[src/rtl/thst_ram.sv]
module thst_ram #(
  parameter int W     = 8,
  parameter int DEPTH = 64,
  localparam int AW   = (DEPTH > 1) ? $clog2(DEPTH) : 1
) (
  input  logic          clk_i,
  input  logic          we_i,
  input  logic [AW-1:0] waddr_i,
  input  logic [W-1:0]  wdata_i,
  input  logic          re_i,
  input  logic [AW-1:0] raddr_i,
  output logic [W-1:0]  rdata_o
);

  logic [W-1:0] mem [DEPTH];
  logic [W-1:0] rdata_q;

  always_ff @(posedge clk_i) begin
    if (we_i) begin
      mem[waddr_i] <= wdata_i;
    end
    if (re_i) begin
      rdata_q <= mem[raddr_i];
    end
  end

  assign rdata_o = rdata_q;

endmodule

[config.mk]
export PLATFORM = sky130hd
export DESIGN_NAME = thst_ram
export DESIGN_NICKNAME = d
export VERILOG_FILES = /design/src/rtl/thst_ram.sv
export SDC_FILE = /design/constraint.sdc
export NUM_CORES = 1
export LEC_CHECK = 0
export BUFFER_PORTS_ARGS = -buffer_cell sky130_fd_sc_hd__buf_2
export CORE_ASPECT_RATIO = 1.75
export CORE_MARGIN = 4
export CORE_UTILIZATION = 35
export DETAILED_ROUTE_END_ITERATION = 10
export GPL_ROUTABILITY_DRIVEN = 0
export GPL_TIMING_DRIVEN = 0
export PLACE_DENSITY = 0.52
export SLEW_MARGIN = 20
export SYNTH_ARGS = -nofsm -noshare
export SYNTH_HDL_FRONTEND = slang
export SYNTH_SLANG_ARGS = --single-unit
[constraint.sdc]
create_clock -name clk_i -period 2.9 [get_ports clk_i]
set_clock_uncertainty 0.1 [all_clocks]
set_input_delay 0.145 -clock clk_i [delete_from_list [all_inputs] [get_ports clk_i]]
set_output_delay 0.145 -clock clk_i [all_outputs]
set_load 0.005 [all_outputs]
==> impl_metrics.toml <==
[placement]
hpwl_um = 36300
port-buffer-count = 22
place_area_sq_mm = 0.0214

[floorplan]
die_x_um = 190
start_util_pct = 35.4
dieArea_sq_mm = 0.0619
die_h_um = 326
std_cell_rows = 116
io_pins = 31
core_sq_mm = 0.0572

[timing]
fin_crit_sh_pct = 92.1
setup_viol = 0
hold_viol_final = 0
tns_ps = 0
period_needed_ps = 2670
worst_pin_slew_ps = 1080
rsz0062_at_grt = "no"
fmax_mhz = 374
maxSlewHeadroom_pct = 28.0
holdWs_ps = 21.0
slew_violations = 0

[cts]
cts_buffer_depth = 3
clk_latency_ps = 570
cts-resized-gates = 0
numCtsBuffers = 46
ctsRootBufferMaster = "clkbuf_16"
cts-htree-levels = 2
cts.sinks = 520
cts-hold-fix-buffers = 2
cts_tree = "done"
post-cts-setup-buffer-count = 0
path_clk_slew_ps = 70

[detailed_routing]
drt-initial-drc-count = 789
final_antenna_net_count = 0
viasPerCell = 5.31
wl_per_cell_um = 29.6
wl_um = 53600
drc = 0
dr.pass1.iters = 5
num_vias = 9640

[yosys]
synth_fp_nets = 963
synth_cell_types = 39
yosys_warnings = 0
yosys_register_bits = 520
synthCells = 940
synth-seq-area-share_pct = 77.1
synth_area_per_cell_sq_um = 21.5
synth_area_sq_mm = 0.0202

[worst_setup_path]
r2r_end = "rdata_o[7]"
critPathMaxFanout = 10
reg2regPathDepth = 4
worstSetupStartpoint = "raddr_i[1]"
r2r_start = "mem[51][7]"
cp-start-kind = "input port"
regToRegSetupSlack_ps = 550
crit_arrival_ps = 2860
critPathKind = "in2reg"
worstSetupEndpoint = "rdata_o[7]"
cp.required_ps = 3090
end_kind = "register"

[job]
max_cap_viol_count = 0

[power_and_ir_drop]
power_density_mw_per_mm2 = 660
p_leak_nw = 6.92
ir_drop_mv = 0.337
power_mw = 15.0

[status]
status = "finished, final reports clean"

[grt]
grtUsageTotal_pct = 17.3
grt_overflow = 0
grt_pass1_wl_um = 75300
grt_max_degree = 65
grt_antenna_before_repair = 1
grt_pass1_vias = 10300

[finish]
fin_util_pct = 39.8
drive_gt1_share_pct = 24.7
nets = 1036
design_area_sq_mm = 0.0228
fillerInstances = 5152
synthToLayoutAreaGrowth_pct = 12.5

[hold_path]
min_path_type = "in2reg"
[power by group]
group | switching (mW) | internal, mW | total, mW
Clock | 2.68 | 3.15 | 5.83
Sequential | 0.0157 | 8.33 | 8.35
Combinational | 0.563 | 0.298 | 0.861
[synthesized netlist by cell type]
master     instances  share of area [%]
o22ai_1            8               0.25
o2bb2ai_1          3               0.13
buf_2             11               0.27
nor2b_1           14               0.43
o2111ai_1          3               0.13
or3_1              1              0.031
nor3_1             7               0.17
nand2_1           19               0.35
a31oi_1            1              0.031
nor4_1             2              0.062
a211oi_1           4               0.15
o21a_1             2              0.074
buf_12             2               0.20
nand4_1            2              0.062
clkbuf_1          17               0.32
o21ai_1            2              0.049
mux2i_1           23                1.1
edfxtp_1         520                 77
o221ai_1           8               0.35
a21oi_1            3              0.074
mux2_2            13               0.72
nand4b_1           1              0.043
nor2_1            83                1.5
o41ai_1            2              0.087
buf_4             13               0.48
o311ai_1           1              0.043
mux4_2           126                 14
buf_6              4               0.22
nand3b_1           3               0.11
o221a_2            2               0.11
o32ai_1            2              0.087
a22oi_1            3               0.11
buf_1              4              0.074
nand2b_1           7               0.22
a2111oi_0          2              0.087
o21ai_0            2              0.049
a221oi_1           6               0.26
nand3_1           13               0.32
and2_1             1              0.031
[layer usage]
layer | track usage, % | vias to the layer above | wire (um)
li1 | - | 4080 | -
met1 | 18.4 | 5148 | 18300
met2 | 32.0 | 290 | 29400
met3 | 2.44 | 122 | 2050
met4 | 10.7 | 0 | 3870
met5 | 0 | - | 0
[stage by stage]
step           std cells  setup WS, ps
2_1_floorplan        940           849
3_3_place_gp        1729          -338
3_5_place_dp        1730          -315
4_1_cts             1813           294
5_1_grt             1814           231
6_report            1814           228
[layout by cell type (no fill, tap or decap), drive strengths merged, types with 3 or more instances in the layout]
cell      instances
edfxtp          520
mux4            126
nor2             83
clkbuf           71
buf              57
mux2i            23
clkinv           20
nand2            19
nor2b            14
mux2             13
nand3            13
o221ai            8
o22ai             8
nand2b            7
nor3              7
a221oi            6
a211oi            4
o21ai             4
nand3b            3
a21oi             3
a22oi             3
o2111ai           3
o2bb2ai           3
clkinvlp          3
[final cells by class]
type                            instances  area (sq um)  share of cell area, %
Antenna cell                            1          2.50                 0.0110
Clock buffer                           54          1200                   5.28
Sequential cell                       520         15600                   68.5
Timing Repair Buffer                   25           168                  0.736
Multi-Input combinational cell        369          4330                   19.0
Tap cell                              767           960                   4.21
Clock inverter                         27           193                  0.846
Buffer                                 51           317                   1.39
[worst min-delay path by stage]
| stage | cells after the start | slack [ps] | end | startpoint |
|---|---|---|---|---|
| 3_5_place_dp | 1 | 420 | rdata_o[1] | re_i |
| 3_3_place_gp | 1 | 420 | rdata_o[0] | re_i |
| 4_1_cts | 1 | 20 | mem[49][3] | wdata_i[3] |
| 2_1_floorplan | 0 | 140 | mem[0][0] | wdata_i[0] |
| 6_report | 1 | 20 | mem[51][7] | wdata_i[7] |
| 5_1_grt | 1 | 40 | mem[49][3] | wdata_i[3] |
[logic make-up after synthesis]
logic type	share of synthesized area, %
DFF	77.1
muxes	15.9
and+or+nand+nor	3.37
AOI/OAI and AO/OA	2.06
buffers and inverters	1.56
[flip-flops by register name, indices dropped and copies added (netlist names)]
| name | flops |
|---|---|
| rdata_o | 8 |
| mem | 512 |
[worst max-delay path: stages]
cell	delay [ps]
buf_4	180
buf_2	500
buf_4	360
buf_2	380
mux4_2	380
mux2i_1	370
a21oi_1	140
o21ai_0	200
nand2_1	180
No activity file was read; power rests on OpenSTA's default activity.
